**src/design/cdq_pkg.sv**
```systemverilog
// Package for the circular deque: sizes, operation and status codes,
// and the control state type. No dependencies.
`default_nettype none

package cdq_pkg;

  // Store geometry
  localparam int DEPTH  = 8;
  localparam int WORD_W = 32;
  localparam int IDX_W  = (DEPTH > 1) ? $clog2(DEPTH) : 1;
  localparam int CNT_W  = $clog2(DEPTH + 1);
  localparam int OCC_W  = 4;

  // Operation codes carried by a request transaction
  typedef enum logic [1:0] {
    FUNC_PUSH_FRONT = 2'd0,
    FUNC_PUSH_BACK  = 2'd1,
    FUNC_POP_FRONT  = 2'd2,
    FUNC_POP_BACK   = 2'd3
  } func_t;

  // Result status codes
  typedef enum logic [1:0] {
    ST_DONE      = 2'd0,
    ST_OVERFLOW  = 2'd1,
    ST_UNDERFLOW = 2'd2
  } status_t;

  // Control sequencer
  typedef enum logic {
    S_IDLE,
    S_READ
  } state_t;

endpackage

`default_nettype wire

```
**src/design/cdq_if.sv**
```systemverilog
// Valid/ready channel interfaces for the deque request and response.
// Depends on cdq_pkg.
`default_nettype none

interface cdq_req_if
  import cdq_pkg::*;
  ();
  logic               valid;
  logic               ready;
  func_t              func;
  logic signed [31:0] push_value;

  modport source (output valid, output func, output push_value, input ready);
  modport sink   (input valid, input func, input push_value, output ready);
endinterface

interface cdq_rsp_if
  import cdq_pkg::*;
  ();
  logic               valid;
  logic               ready;
  status_t            status;
  logic signed [31:0] pop_value;
  logic [3:0]         occupancy;

  modport source (output valid, output status, output pop_value, output occupancy,
                  input ready);
  modport sink   (input valid, input status, input pop_value, input occupancy,
                  output ready);
endinterface

`default_nettype wire

```
**src/design/cdq_ram.sv**
```systemverilog
// Generic single-write, single-read synchronous RAM with a registered read.
// No dependencies.
`default_nettype none

module cdq_ram #(
  parameter int WIDTH = 32,
  parameter int DEPTH = 8
) (
  input  wire logic                                      clk,
  input  wire logic                                      we,
  input  wire logic [((DEPTH > 1) ? $clog2(DEPTH) : 1)-1:0] waddr,
  input  wire logic [WIDTH-1:0]                          wdata,
  input  wire logic                                      re,
  input  wire logic [((DEPTH > 1) ? $clog2(DEPTH) : 1)-1:0] raddr,
  output logic      [WIDTH-1:0]                          rdata
);

  logic [WIDTH-1:0] mem [DEPTH];

  // Write port
  always_ff @(posedge clk) begin
    if (we) begin
      mem[waddr] <= wdata;
    end
  end

  // Registered read port
  always_ff @(posedge clk) begin
    if (re) begin
      rdata <= mem[raddr];
    end
  end

endmodule

`default_nettype wire

```
**src/design/circular_deque.sv**
```systemverilog
// Circular deque of signed 32-bit words held in a one-port-read RAM.
// A push or a faulted operation is registered straight into the response;
// a successful pop reads the RAM first, then loads the response in S_READ.
// Pushes and faults go one per cycle while the response is free or taken;
// a pop holds off new requests in S_READ. Reset clears head, tail, count and
// response valid; the store is not cleared, as only written slots are read.
`default_nettype none

module circular_deque
  import cdq_pkg::*;
(
  input  wire logic clk,
  input  wire logic rst,
  cdq_req_if.sink   req,
  cdq_rsp_if.source rsp
);

  // Pointer and control registers
  logic [IDX_W-1:0] head, head_next;
  logic [IDX_W-1:0] tail, tail_next;
  logic [CNT_W-1:0] count, count_next;
  state_t           state, state_next;

  // Response register
  logic               out_valid;
  status_t            out_status;
  logic signed [31:0] out_pop_value;
  logic [OCC_W-1:0]   out_occupancy;

  // RAM access
  logic               wr_en;
  logic [IDX_W-1:0]   wr_addr;
  logic               rd_en;
  logic [IDX_W-1:0]   rd_addr;
  logic [WORD_W-1:0]  rd_data;
  status_t            status_v;
  logic               accept;
  logic               full;
  logic               empty;

  localparam logic [IDX_W-1:0] LAST_IDX = IDX_W'(DEPTH - 1);

  function automatic logic [IDX_W-1:0] step_up(input logic [IDX_W-1:0] i);
    return (i == LAST_IDX) ? '0 : i + 1'b1;
  endfunction

  function automatic logic [IDX_W-1:0] step_down(input logic [IDX_W-1:0] i);
    return (i == '0) ? LAST_IDX : i - 1'b1;
  endfunction

  cdq_ram #(
    .WIDTH (WORD_W),
    .DEPTH (DEPTH)
  ) u_store (
    .clk   (clk),
    .we    (wr_en),
    .waddr (wr_addr),
    .wdata (req.push_value),
    .re    (rd_en),
    .raddr (rd_addr),
    .rdata (rd_data)
  );

  // Handshake: one transaction in flight, output slot must be free or draining
  assign req.ready = (state == S_IDLE) && (!out_valid || rsp.ready);
  assign accept    = req.valid && req.ready;
  assign full      = (count == CNT_W'(DEPTH));
  assign empty     = (count == '0);

  assign rsp.valid     = out_valid;
  assign rsp.status    = out_status;
  assign rsp.pop_value = out_pop_value;
  assign rsp.occupancy = out_occupancy;

  // Next pointers, RAM access and status for the incoming transaction
  always_comb begin
    head_next  = head;
    tail_next  = tail;
    count_next = count;
    wr_en      = 1'b0;
    wr_addr    = '0;
    rd_en      = 1'b0;
    rd_addr    = head;
    status_v   = ST_DONE;
    state_next = state;

    case (state)
      S_IDLE: begin
        if (accept) begin
          case (req.func)
            FUNC_PUSH_FRONT, FUNC_PUSH_BACK: begin
              if (full) begin
                status_v = ST_OVERFLOW;
              end else begin
                count_next = count + 1'b1;
                wr_en      = 1'b1;
                if (empty) begin
                  head_next = '0;
                  tail_next = '0;
                  wr_addr   = '0;
                end else if (req.func == FUNC_PUSH_FRONT) begin
                  head_next = step_down(head);
                  wr_addr   = head_next;
                end else begin
                  tail_next = step_up(tail);
                  wr_addr   = tail_next;
                end
              end
            end
            FUNC_POP_FRONT, FUNC_POP_BACK: begin
              if (empty) begin
                status_v = ST_UNDERFLOW;
              end else begin
                count_next = count - 1'b1;
                rd_en      = 1'b1;
                state_next = S_READ;
                if (req.func == FUNC_POP_FRONT) begin
                  rd_addr   = head;
                  head_next = step_up(head);
                end else begin
                  rd_addr   = tail;
                  tail_next = step_down(tail);
                end
                // Last word gone: both ends return to slot 0
                if (count == CNT_W'(1)) begin
                  head_next = '0;
                  tail_next = '0;
                end
              end
            end
            default: begin
              status_v = ST_DONE;
            end
          endcase
        end
      end
      S_READ: begin
        state_next = S_IDLE;
      end
      default: begin
        state_next = S_IDLE;
      end
    endcase
  end

  // Control state
  always_ff @(posedge clk) begin
    if (rst) begin
      head  <= '0;
      tail  <= '0;
      count <= '0;
      state <= S_IDLE;
    end else begin
      head  <= head_next;
      tail  <= tail_next;
      count <= count_next;
      state <= state_next;
    end
  end

  // Response valid: set on completion, cleared when taken
  always_ff @(posedge clk) begin
    if (rst) begin
      out_valid <= 1'b0;
    end else if (state == S_READ) begin
      out_valid <= 1'b1;
    end else if (accept && !rd_en) begin
      out_valid <= 1'b1;
    end else if (rsp.ready) begin
      out_valid <= 1'b0;
    end
  end

  // Response payload; the popped word is loaded from the RAM read register in S_READ
  always_ff @(posedge clk) begin
    if (accept) begin
      out_status    <= status_v;
      out_occupancy <= OCC_W'(count_next);
      out_pop_value <= '0;
    end else if (state == S_READ) begin
      out_pop_value <= rd_data;
    end
  end

endmodule

`default_nettype wire

```
**src/flat_wrapper.sv**
```systemverilog
// flat-port wrapper written by rule: the top's interface ports become plain ports
module circular_deque_flat import cdq_pkg::*;
  (clk, rst, req_valid, req_func, req_push_value, req_ready, rsp_valid, rsp_status, rsp_pop_value, rsp_occupancy, rsp_ready);
  cdq_req_if req_i ();
  cdq_rsp_if rsp_i ();
  input  wire logic clk;
  input  wire logic rst;
  input wire logic [$bits(req_i.valid)-1:0] req_valid;
  input wire logic [$bits(req_i.func)-1:0] req_func;
  input wire logic [$bits(req_i.push_value)-1:0] req_push_value;
  output wire logic [$bits(req_i.ready)-1:0] req_ready;
  output wire logic [$bits(rsp_i.valid)-1:0] rsp_valid;
  output wire logic [$bits(rsp_i.status)-1:0] rsp_status;
  output wire logic [$bits(rsp_i.pop_value)-1:0] rsp_pop_value;
  output wire logic [$bits(rsp_i.occupancy)-1:0] rsp_occupancy;
  input wire logic [$bits(rsp_i.ready)-1:0] rsp_ready;
  assign req_i.valid = req_valid;
  assign req_i.func = req_func;
  assign req_i.push_value = req_push_value;
  assign req_ready = req_i.ready;
  assign rsp_valid = rsp_i.valid;
  assign rsp_status = rsp_i.status;
  assign rsp_pop_value = rsp_i.pop_value;
  assign rsp_occupancy = rsp_i.occupancy;
  assign rsp_i.ready = rsp_ready;
  circular_deque u_core (.clk(clk), .rst(rst), .req(req_i), .rsp(rsp_i));
endmodule
```
**config.mk**
```make
export PLATFORM = sky130hd
export DESIGN_NAME = circular_deque_flat
export DESIGN_NICKNAME = d
export VERILOG_FILES = /design/src/design/cdq_pkg.sv /design/src/design/cdq_if.sv /design/src/design/cdq_ram.sv /design/src/design/circular_deque.sv /design/src/flat_wrapper.sv
export SDC_FILE = /design/constraint.sdc
export NUM_CORES = 1
export LEC_CHECK = 0
export BUFFER_PORTS_ARGS = -buffer_cell sky130_fd_sc_hd__clkbuf_2
export CAP_MARGIN = 10
export CORE_MARGIN = 2
export CORE_UTILIZATION = 55
export DETAILED_ROUTE_END_ITERATION = 10
export HOLD_SLACK_MARGIN = 0.1
export PLACE_DENSITY_LB_ADDON = 0.15
export SYNTH_ARGS = -nofsm -noshare
export SYNTH_HDL_FRONTEND = slang
export SYNTH_SLANG_ARGS = --single-unit
```
**constraint.sdc**
```tcl
create_clock -name clk -period 8 [get_ports clk]
set_input_delay 1.2 -clock clk [delete_from_list [all_inputs] [get_ports clk]]
set_output_delay 1.2 -clock clk [all_outputs]
set_load 0.02 [all_outputs]
```
---- After elaboration in Yosys (flattened, before gate mapping) ----
Memory sizes are Yosys's and may differ from the RTL's. A register that Yosys moved wholly into a read port is not among the register bits.
Cells that the tools add are included.
word-level totals
  flip-flop bits (word level) ............. 50
  memory bits (writable) .................. 256
  input port bits ......................... 38
  output and inout bits ................... 40
  memories kept ........................... 1
operators by class
  add/subtract/negate cells ............... 6
  equality and inequality tests ........... 13
  muxes and demuxes ....................... 51
  bitwise operators ....................... 1
  reductions and logical operators ........ 15
memory list
  name                depth  width  read ports  clocked after Yosys merged registers in  wr ports  RTL line       text
  u_core.u_store.mem  8      32     1           1                                        1         cdq_ram.sv:18  logic [WIDTH-1:0] mem [DEPTH];
operators by type and width
  cell                                                                   count
  3-bit two-way mux                                                      27
  4-bit two-way mux                                                      4
  1-bit two-way mux                                                      14
  3-bit case mux with 2 select lines                                     2
  6-bit AND reduction                                                    2
  4-bit case mux with 2 select lines                                     1
  3-bit by 1-bit adder with 3-bit output, second input constant          2
  3-bit equality test, second input constant                             2
  3-bit logical NOT                                                      2
  3-bit by 1-bit != test with 1-bit output, second input constant        2
  3-bit by 1-bit subtractor with 3-bit output, second input constant     2
  4-bit by 1-bit adder with 4-bit output, second input constant          1
  2-bit equality test, second input constant                             2
  4-bit by 1-bit equality test with 1-bit output, second input constant  1
  4-bit equality test, second input constant                             1
  4-bit logical NOT                                                      1
  2-bit != test, second input constant                                   2
  2-bit case mux with 2 select lines                                     1
  2-bit OR reduction                                                     2
  4-bit by 1-bit subtractor with 4-bit output, second input constant     1
  1-bit logical AND                                                      3
  3-bit by 2-bit != test with 1-bit output, second input constant        1
  3-bit != test, second input constant                                   1
  3-bit nonzero test                                                     1
  other kinds (7)                                                        8

---- Depth between registers and ports, before layout ----
Gate-level depths: netlist of the first run.
  word-level depth ........................ 10
  depth in mapped cells ................... 11
  depth with buffers taken out ............ 9

---- Cells and area by module ----
From an unflattened synthesis of the first run, not the netlist that was laid out.
unflattened totals
  cells, all modules ...................... 667
  area, all modules ....................... 13187.6 µm²
modules (own cells, without submodules)
  module          instances  cells an instance  area each (µm²)  sequential area each (µm²)
  cdq_ram         1          415                10786.6          8648.3
  circular_deque  1          252                2401.1           1061.0

---- Worst setup path before layout of the first run ----
No wires, ideal clock.
  kind .................................... input to register
  from .................................... input port rsp_ready
  to ...................................... memory u_core.u_store.mem[7][0] (enable)
  library setup time ...................... 0.468 ns
  data arrival time ....................... 4.681 ns
  data required time ...................... 7.532 ns
  slack ................................... 2.851 ns
  stages .................................. 8
  buffers on the path ..................... 0
  path through ............................ nor2b_1 nor2_1 nand2_1 inv_1 nand2_1 nor2_1 nand2_1 nor3b_1
between the ends
  longest elaborated chain between the ends .. 7
  elaborated cells between the ends (all ways) .. 9
  those cells by class .................... 6 x mux; 3 x reduce/logical
ends and longest elaborated chain
  what                                     RTL line              text
  from (decl)                              flat_wrapper.sv:16    input wire logic [$bits(rsp_i.ready)-1:0] rsp_ready;
  1-bit logical OR (*)                     circular_deque.sv:65  assign req.ready = (state == S_IDLE) && (!out_valid || rsp.ready);
  1-bit logical AND (*)                    circular_deque.sv:65
  named net req_ready                      flat_wrapper.sv:11    output wire logic [$bits(req_i.ready)-1:0] req_ready;
  1-bit logical AND (*)                    circular_deque.sv:66  assign accept = req.valid && req.ready;
  1-bit two-way mux                        circular_deque.sv:89  if (accept) begin
  1-bit two-way mux                        circular_deque.sv:87  case (state)
  1-bit two-way mux                        cdq_ram.sv:22         if (we) begin
  1-bit two-way mux (not written as such)  cdq_ram.sv:23         mem[waddr] <= wdata;
  to (decl)                                cdq_ram.sv:18
Mark *: on every way through the listed nets, which the timed path passes. The rest lies on a longest branch.

---- Worst setup path in the final report of the first run ----
  from .................................... input port req_func[1]
  to ...................................... register u_core.u_store.rdata[31] (read register of u_core.u_store.mem) (data pin)
between the ends
  longest elaborated chain between the ends .. 6
  elaborated cells between the ends (all ways) .. 11
  those cells by class .................... 2 x eq/ne; 8 x mux; 1 x reduce/logical
ends and longest elaborated chain
  what                 RTL line                                     text
  from (decl)          flat_wrapper.sv:9                            input wire logic [$bits(req_i.func)-1:0] req_func;
  2-bit equality test  circular_deque.sv:90, circular_deque.sv:117
  3-bit two-way mux    circular_deque.sv:117                        if (req.func == FUNC_POP_FRONT) begin
  3-bit two-way mux    circular_deque.sv:111                        if (empty) begin
  3-bit two-way mux    circular_deque.sv:90                         case (req.func)
  3-bit two-way mux    circular_deque.sv:89
  3-bit two-way mux    circular_deque.sv:87
  to (decl)            cdq_ram.sv:15                                output logic [WIDTH-1:0] rdata
Several ways; a longest one is shown, not always the timed one.
A chain may end at the register's enable or synchronous reset.

==> reports/qor.yml, run 1 <==
synth:
  ys_warn_count: 0
  seq_area_frac_synth: 0.6706
  syn_area_sq_um: 14480
  ys_types: 59
  synth_edf_count: 294
  synth_ff_type: "edfxtp_1"
  synthArstFlopShare: 0
  synthCells: 1091
  synth_nets: 1140
  syn_avg_cell_area_sq_um: 13.27
  synth.ff_latch_count: 338
timing:
  fin_crit_ns: 5.236
  skew_ns: 0.007798
  finalCritPeriodShare: 0.6545
  rsz0062_at_grt: "no"
  report.final.slew_viol_count: 0
  worst_slew_pin_slew_ns: 1.083
  setup-tns-final_ns: 0
  timing.fmax_mhz: 191.0
  slew_headroom: 0.2762
  final-hold-violation-count: 0
  finalSetupViolCount: 0
die:
  coreArea_sq_um: 25980
  io_pins: 78
  num_rows: 59
  die-area_sq_um: 27640
  start_util: 0.5572
  die_h_um: 166.3
  die_w_um: 166.3
run:
  max-cap-violations: 0
clocking:
  hold_buffers: 0
  cts_inserted_buffers: 36
  root_buffer: "clkbuf_16"
  cts_setup_buffers: 0
  post_cts_resized: 0
  clock_path_buffers: 3
  clk_latency_ns: 0.52
  clkSinkCount: 338
  cts_tree: "built"
  path_clk_slew_ns: 0.06
  cts_max_level: 2
setup_path:
  cp_max_fo: 96
  crit_type: "in -> reg"
  cp_slowest_stage_delay_ns: 0.92
  critPathArrivalTime_ns: 5.59
  cp_common_cell: "inv_2"
  r2r_setup_slack_ns: 2.84
  crit_path_end_kind: "register"
  worstSetupStartpointType: "primary input"
  path_cells: "clkbuf_2 > inv_2 > or4_4 > inv_2 > nand3_4 > nand2_2 > buf_12 > a2111oi_0 > nor3_1"
  crit_required_ns: 8.35
  slowest_stage: "nand3_4"
route:
  wl_per_cell_um: 23.13
  vias: 9473
  drc: 0
  dr.first_iter.drc_count: 814
  postRouteAntennaNets: 0
  vias_per_cell: 6.336
  drtPass1Iterations: 5
  wl_um: 34580
pwr:
  leakage_uw: 0.005429
  ir_worst_vdd_mv: 0.2197
  power_density_nw_per_um2: 274.0
grt:
  overflow: 0
  grt_start_max_net_pins: 97
  grt_usage: 0.2511
  antenna_found_initial: 0
  grt_pass1_vias: 9852
  grt_pass1_wl_um: 54700
placement:
  dpl.hpwl_um: 18660
  numPortBuffers: 77
  place_congestion: 0.7851
  placed_area_sq_um: 15100
status:
  status: "finished clean"
cells_and_area:
  diodes: 0
  design_area_sq_um: 16330
  final_common_cell: "edfxtp_1"
  finalNetCount: 1181
  num-fill-cells: 1978
  final_cell_mix: "294 x edfxtp_1, 77 x clkbuf_2, 66 x nand2b_1"
  areaGrowthSynthToFinish_pct: 12.77
  fin_util: 0.6284
  final_layout_size_suffix_gt1_frac: 0.1595
hold_path:
  hold_class: "reg -> reg"
==> path summary, 6_finish.rpt <==
path | from | end | depth (start not counted)
min | u_core.u_store.rdata[6]$_DFFE_PP_ | u_core.rsp.pop_value[6]$_SDFFE_PN0P_ | 2
max reg2reg | u_core.count[1]$_SDFF_PP0_ | u_core.u_store.rdata[31]$_DFFE_PP_ | 10
max | req_func[1] | u_core.u_store.rdata[31]$_DFFE_PP_ | 9
min reg2reg | u_core.u_store.rdata[6]$_DFFE_PP_ | u_core.rsp.pop_value[6]$_SDFFE_PN0P_ | 2
==> final cells by class <==
type | count | area (sq um) | share of cell area
inverter | 12 | 45.04 | 0.002759
clock buffer | 50 | 1046 | 0.06406
timing repair buffer | 99 | 563.0 | 0.03448
sequential | 338 | 9713 | 0.5949
clock inverter | 16 | 166.4 | 0.01019
tap | 335 | 419.2 | 0.02567
multi-input combinational | 645 | 4375 | 0.2680
==> flip-flops by register name, indices dropped and copies added (netlist names) <==
register / count
u_core.tail: 3
u_core.rsp.pop_value: 32
u_core.u_store.mem: 256
u_core.rsp.valid: 1
u_core.head: 3
u_core.rsp.occupancy: 4
u_core.count: 4
u_core.state: 1
u_core.u_store.rdata: 32
u_core.rsp.status: 2
==> Yosys cell counts, types with 2 or more instances <==
cell type / number / area share
a21oi_1: 43 / 0.015
a21oi_2: 2 / 0.0012
a32o_1: 31 / 0.021
buf_2: 15 / 0.0052
nand3_1: 36 / 0.012
a221oi_1: 3 / 0.0018
edfxtp_1: 294 / 0.61
nor3_1: 39 / 0.013
clkbuf_1: 67 / 0.017
inv_2: 2 / 0.00052
and3_1: 62 / 0.027
o21ai_0: 42 / 0.015
buf_4: 4 / 0.0021
ha_1: 11 / 0.0095
a211oi_1: 33 / 0.017
xnor2_1: 2 / 0.0012
dfxtp_1: 44 / 0.061
a211o_1: 4 / 0.0024
a311oi_1: 32 / 0.019
nor2_1: 48 / 0.012
mux2i_1: 34 / 0.024
nor3_2: 2 / 0.0014
nand2_1: 51 / 0.013
a31oi_1: 3 / 0.0013
nand2b_1: 66 / 0.029
nor3b_1: 4 / 0.0021
a2111oi_0: 62 / 0.038
buf_1: 6 / 0.0016
nand4b_1: 2 / 0.0012
inv_1: 10 / 0.0026
buf_6: 3 / 0.0023
nor2b_1: 7 / 0.0030
==> through the flow <==
step,setup slack [ns],hold slack (ns),std cells,total power (uW)
floorplan,2.851,0.4563,1091,2602
global placement,2.105,0.4717,1428,2803
detailed placement,1.836,0.4779,1428,2822
CTS,2.388,0.4904,1494,4489
global route,2.407,0.5112,1495,4637
finish,2.764,0.4832,1495,4475
==> routing by layer <==
metal / up-vias / wire [um] / global-route usage
met4: 0 / 688 / 0.08058
met1: 4739 / 15210 / 0.3420
met3: 56 / 1966 / 0.03885
met5: - / 0 / 0
li1: 4390 / - / -
met2: 288 / 16710 / 0.4191
==> report_power, final <==
part	switching (uW)	leakage (uW)	internal, uW
registers	30.2	0.00302	2020
clock network	667	0.000593	1010
logic	482	0.00182	259
total	1180	0.00543	3300
==> cell families (layout without fill, tap and decap cells) <==
group / count (synthesis) / in the layout / synth area share
and+or+nand+nor: 330 / 330 / 0.1235
AOI/OAI and AO/OA: 267 / 267 / 0.1390
adders and majority gates: 11 / 11 / 0.009506
DFF: 338 / 338 / 0.6706
xor gates and xnor gates: 2 / 2 / 0.001210
muxes: 35 / 35 / 0.02428
buffers and inverters: 108 / 177 / 0.03197
==> critical path, delay by kind of cell <==
family	cells	cell delay, ns
buf+inv	4	1.31
compound gates	1	0.15
simple gates	4	2.86
Note: power is estimated with default switching activity, not from simulation.
==> inputs of run 2 (changes only) <==
- clock period: 8 -> 4.3 ns (I/O delays scaled with it)
==> run 2 against run 1 <==
Net effect: flip-flop and latch count stayed put; worst setup slack worse by 2.4 ns; utilization is 0.45 points higher; sequential share of layout area is 0.42 points lower; register-to-register slack worse by 2.5 ns; sequential power is 88% higher; total power is 83% higher; wire length is 3.6% higher.
==> reports/qor.yml, run 2 (synthesized netlist as in run 1, its figures left out) <==
die:
  start_util: 0.5572  # unchanged
  num_rows: 59  # unchanged
  io_pins: 78  # unchanged
  coreArea_sq_um: 25980  # unchanged
  die-area_sq_um: 27640  # unchanged
  die_h_um: 166.3  # unchanged
  die_w_um: 166.3  # unchanged
setup_path:
  cp_max_fo: 42  # -56%
  crit_type: "reg -> reg"
  crit_path_start: "u_core.count[1]$_SDFF_PP0_"
  setup.worst_path.end: "u_core.u_store.rdata[30]$_DFFE_PP_"
  r2r_cells: 11  # +1
  crit_required_ns: 4.64  # -3.71 ns
  crit_path_end_kind: "register"
  r2r_end: "u_core.u_store.rdata[30]$_DFFE_PP_"
  critPathArrivalTime_ns: 4.29  # -1.30 ns
  cp_slowest_stage_delay_ns: 0.67  # -0.25 ns
  slowest_stage: "a21boi_2"
  cp_common_cell: "buf_4"
  worstSetupStartpointType: "register"
  timing.rr.start: "u_core.count[1]$_SDFF_PP0_"
  r2r_setup_slack_ns: 0.35  # -2.49 ns
  path_cells: "inv_1 > ha_1 > nor3b_4 > or4_4 > inv_2 > buf_4 > a21boi_2 > buf_4 > o21ai_0 > a211o_1 > a32oi_1"
timing:
  finalSetupViolCount: 0  # unchanged
  slew_headroom: 0.2589  # -0.01727
  final-hold-violation-count: 0  # unchanged
  setup-tns-final_ns: 0  # unchanged
  setup_ws_ns: 0.3461  # -2.418 ns
  holdWs_ns: 0.4204  # -0.06283 ns
  fin_crit_ns: 3.954
  rsz0062_at_grt: "no"
  report.final.slew_viol_count: 0  # unchanged
  skew_ns: 0.02087  # +0.01307 ns
  timing.fmax_mhz: 252.9
  worst_slew_pin_slew_ns: 1.109  # +0.02598 ns
  finalCritPeriodShare: 0.9195
clocking:
  cts_setup_buffers: 0  # unchanged
  cts_max_level: 2  # unchanged
  clk_latency_ns: 0.52  # about the same
  cts_tree: "built"
  cts_inserted_buffers: 36  # unchanged
  root_buffer: "clkbuf_16"
  clock_path_buffers: 3  # unchanged
  hold_buffers: 0  # unchanged
  path_clk_slew_ns: 0.06  # about the same
  clkSinkCount: 338  # unchanged
  post_cts_resized: 0  # unchanged
cells_and_area:
  areaGrowthSynthToFinish_pct: 13.58
  final_layout_size_suffix_gt1_frac: 0.1655  # +0.006052
  fin_util: 0.6328  # +0.004478
  final_common_cell: "edfxtp_1"
  largest_register: "u_core.u_store.mem"
  largest_reg_flops: 256  # unchanged
  finalNetCount: 1199  # +1.5%
  final_cell_mix: "294 x edfxtp_1, 77 x clkbuf_2, 66 x nand2b_1"
route:
  postRouteAntennaNets: 0  # unchanged
  dr.first_iter.drc_count: 956  # +17%
  vias_per_cell: 6.409  # +1.1%
  wl_per_cell_um: 23.67  # +2.3%
  vias: 9703  # +2.4%
  wl_um: 35840  # +3.6%
  drc: 0  # unchanged
  drtPass1Iterations: 5  # unchanged
run:
  max-cap-violations: 0  # unchanged
hold_path:
  hold_class: "in -> reg"
  hold_path.startpoint: "req_push_value[10]"
placement:
  dpl.hpwl_um: 20220  # +8.4%
  place_congestion: 0.8065  # +2.7%
  numPortBuffers: 77  # unchanged
  place_ws_ns: 0.3369  # -1.499 ns
grt:
  grt_pass1_wl_um: 55730  # +1.9%
  overflow: 0  # unchanged
  grt_pass1_vias: 9723  # -1.3%
  grt_start_max_net_pins: 97  # unchanged
  antenna_found_initial: 1  # +1
  grt_usage: 0.2586  # +0.007485
pwr:
  ir_worst_vdd_mv: 0.4296  # +96%
  leakage_uw: 0.005520  # +1.7%
  power_density_nw_per_um2: 499.1  # +82%
status:
  status: "finished clean"
run 2: cell types whose count changed in the layout (fill, tap and decap cells not counted), moves of 2 or more:
| cell | before | now |
|---|---|---|
| nor3_2 | 4 | 2 |
| nor3b_4 | 1 | 4 |
| clkbuf_8 | 5 | 0 |
| clkbuf_1 | 7 | 14 |
| nor3b_2 | 3 | 0 |
| nor3_4 | 0 | 2 |
| buf_12 | 1 | 4 |
| buf_4 | 21 | 36 |
run 2: final cells by class:
cell class	count	area [sq um]
clock inverter	14	127.6
tap	335	419.2
antenna	1	2.502
clock buffer	52	1003
timing repair buffer	117	735.7
fill	1968	9540
sequential	338	9713
inverter	12	45.04
multi-input combinational	645	4398
run 2: worst min-delay path by stage:
stage                                                        to  slack (ns)  depth (start not counted)
final                       u_core.u_store.mem[2][10]$_DFFE_PP_        0.42                          1
after global routing        u_core.u_store.mem[2][10]$_DFFE_PP_        0.41                          1
after CTS                   u_core.u_store.mem[4][10]$_DFFE_PP_        0.40                          1
after detailed placement   u_core.rsp.pop_value[4]$_SDFFE_PN0P_        0.48                          2
after global placement     u_core.rsp.pop_value[4]$_SDFFE_PN0P_        0.46                          2
after floorplan           u_core.rsp.pop_value[21]$_SDFFE_PN0P_        0.46                          2
run 2: metal layers:
| layer | track usage | wire, um |
|---|---|---|
| met2 | 0.4180 | 17150 |
| met1 | 0.3604 | 15590 |
| met4 | 0.09295 | 917 |
| met3 | 0.03956 | 2183 |
| met5 | 0 | 0 |
run 2: through the flow:
| stage | power (uW) | instance area, sq um | std cells |
|---|---|---|---|
| after floorplan | 4843 | 14500 | 1091 |
| after global placement | 5270 | 15310 | 1447 |
| after detailed placement | 5302 | 15310 | 1447 |
| after CTS | 8253 | 16440 | 1513 |
| after global routing | 8519 | 16440 | 1514 |
| final | 8207 | 16440 | 1514 |
run 2: critical path: cells and delay by family (launching register included):
family,cells,cell delay [ns]
compound gates,4,1.31
buf+inv,4,1.01
simple gates,2,0.79
flops,1,0.35
fa+ha+maj,1,0.30
run 2: power by group:
part,switching (uW),internal (uW)
logic,882,514
clock network,1210,1750
registers,89.9,3760
total,2180,6020
==> inputs of run 3 (changes only) <==
==> constraint.sdc (replaced) <==
create_clock -name clk -period 4.3 [get_ports clk]
set_input_delay 0.645 -clock clk [delete_from_list [all_inputs] [get_ports clk]]
set_output_delay 0.645 -clock clk [all_outputs]
set_load 0.01 [all_outputs]
==> run 3 against run 2 <==
Net effect: first-iteration DRC count down 21%; flip-flop and latch count unchanged; sequential share of layout area down 0.22 points; cell area up 0.38%; clock power up 5%; via count up 0.16%; combinational power about the same; non-clock buffer count up 2; total power up 1.5%; die area unchanged; critical endpoint is now u_core.u_store.rdata[24]$_DFFE_PP_.
==> reports/qor.yml, run 3 (synthesized netlist as in run 1, its figures left out) <==
grt:
  use_met2: 0.4277  # +0.009742
  busiest_layer: "met2"
  grt_pass1_vias: 9548  # -1.8%
  antenna_found_initial: 1  # unchanged
  gr-usage-met1: 0.3409  # -0.01943
  grt_usage: 0.2517  # -0.006910
  grtUsageMet3: 0.03861  # -0.0009533
  grt_pass1_wl_um: 54330  # -2.5%
  overflow: 0  # unchanged
  grt_start_max_net_pins: 69  # -29%
hold_path:
  holdPathStages: 1  # unchanged
  hold_class: "in -> reg"
clocking:
  clkSinkCount: 338  # unchanged
  hold_buffers: 0  # unchanged
  post_cts_resized: 0  # unchanged
  cts_tree: "built"
  cts_inserted_buffers: 37  # +2.8%
  cts_setup_buffers: 0  # unchanged
  cts_max_level: 2  # unchanged
  clk_latency_ns: 0.52  # about the same
  root_buffer: "clkbuf_16"
  path_clk_slew_ns: 0.06  # about the same
  clock_path_buffers: 3  # unchanged
timing:
  timing.fmax_mhz: 259.8  # +2.7%
  setup_ws_ns: 0.4509  # +0.1047 ns
  rsz0062_at_grt: "no"
  skew_ns: 0.01048  # -0.01039 ns
  final-hold-violation-count: 0  # unchanged
  report.final.slew_viol_count: 0  # unchanged
  setup-tns-final_ns: 0  # unchanged
  finalSetupViolCount: 0  # unchanged
  fin_crit_ns: 3.849  # -0.1047 ns
  finalCritPeriodShare: 0.8951  # -0.02435
  slew_headroom: 0.2822  # +0.02331
  holdWs_ns: 0.4086  # -0.01178 ns
  worst_slew_pin_slew_ns: 1.070  # -0.03861 ns
die:
  die_w_um: 166.3  # unchanged
  num_rows: 59  # unchanged
  io_pins: 78  # unchanged
  die_h_um: 166.3  # unchanged
  start_util: 0.5572  # unchanged
  coreArea_sq_um: 25980  # unchanged
  die-area_sq_um: 27640  # unchanged
setup_path:
  cp_max_fo: 62  # +48%
  crit_path_end_kind: "register"
  worstSetupStartpointType: "register"
  cp_slowest_stage_delay_ns: 0.59  # -0.08 ns
  slowest_stage: "buf_4"
  crit_required_ns: 4.59  # -0.05 ns
  r2r_cells: 10  # -1
  crit_type: "reg -> reg"
  path_cells: "inv_1 > ha_1 > nor3b_4 > or4_4 > inv_2 > nand3_4 > nand2_2 > buf_4 > a2111oi_0 > nor3_1"
  critPathArrivalTime_ns: 4.14  # -0.15 ns
pwr:
  ir_worst_vdd_mv: 0.3537  # -18%
  switching_share: 0.2603  # -0.005740
  combPwrFrac: 0.168  # -0.002
  leakage_uw: 0.005528  # +0.16%
  power_density_nw_per_um2: 504.8  # +1.2%
  p_sw_uw: 2169  # -0.66%
  clkPwrFrac: 0.373  # +0.012
  seqPwrFrac: 0.459  # -0.010
  p_int_uw: 6165  # +2.3%
route:
  postRouteAntennaNets: 0  # unchanged
  vias: 9719  # +0.16%
  dr.first_iter.drc_count: 754  # -21%
  wl_per_cell_um: 23.12  # -2.3%
  drtPass1Iterations: 6  # +1
  vias_per_cell: 6.411  # about the same
  drc: 0  # unchanged
  wl_um: 35050  # -2.2%
cells_and_area:
  largest_register: "u_core.u_store.mem"
  design_area_sq_um: 16510  # +0.38%
  fin_util: 0.6353  # +0.002407
  largest_reg_flops: 256  # unchanged
  final_common_cell: "edfxtp_1"
  final_layout_size_suffix_gt1_frac: 0.1720  # +0.006499
  finalNetCount: 1202  # +0.25%
  areaGrowthSynthToFinish_pct: 14.01
  final_cell_mix: "294 x edfxtp_1, 77 x clkbuf_2, 66 x nand2b_1"
status:
  status: "finished clean"
run:
  max-cap-violations: 0  # unchanged
placement:
  numPortBuffers: 77  # unchanged
  place_congestion: 0.8003  # -0.77%
  placed_area_sq_um: 15300  # about the same
  place_ws_ns: 0.4592  # +0.1223 ns
  dpl.hpwl_um: 20260  # +0.18%
## run 3: power by group through the flow
stage / logic [uW] / clock network [uW] / registers, uW
floorplan: 932 / 0 / 3890
global placement: 1370 / 0 / 3890
detailed placement: 1390 / 0 / 3890
CTS: 1400 / 3150 / 3820
global route: 1530 / 3270 / 3830
finish: 1400 / 3110 / 3820
## run 3: metal layers
metal / wire (um) / vias to the layer above
met5: 0 / -
met4: 655 / 0
met3: 2198 / 50
met2: 17160 / 314
met1: 15040 / 4915
li1: - / 4440
## run 3: through the flow
stage          std cells  power, uW
2_1_floorplan       1091       4819
3_3_place_gp        1449       5256
3_5_place_dp        1449       5280
4_1_cts             1515       8368
5_1_grt             1516       8637
6_report            1516       8333
## run 3: layout make-up
cell class	instances	area (sq um)
Clock inverter	8	102.6
Antenna cell	1	2.502
Tap cell	335	419.2
Timing Repair Buffer	119	750.7
Sequential cell	338	9713
Inverter	12	45.04
Clock buffer	58	1106
Multi-Input combinational cell	645	4368
Fill cell	1912	9478
## run 3: path summary, 6_finish.rpt
check | startpoint | end | slack, ns
hold reg to reg | u_core.u_store.rdata[7]$_DFFE_PP_ | u_core.rsp.pop_value[7]$_SDFFE_PN0P_ | 0.48
setup reg to reg | u_core.count[0]$_SDFF_PP0_ | u_core.u_store.rdata[24]$_DFFE_PP_ | 0.45
hold / removal | req_push_value[11] | u_core.u_store.mem[1][11]$_DFFE_PP_ | 0.41
setup / recovery | u_core.count[0]$_SDFF_PP0_ | u_core.u_store.rdata[24]$_DFFE_PP_ | 0.45
## run 3: critical path: cells and delay by family (launching register included)
kind,cells,cell delay (ns)
simple gates,5,1.76
buf+inv,3,0.89
flops,1,0.43
fa+ha+maj,1,0.28
compound gates,1,0.24
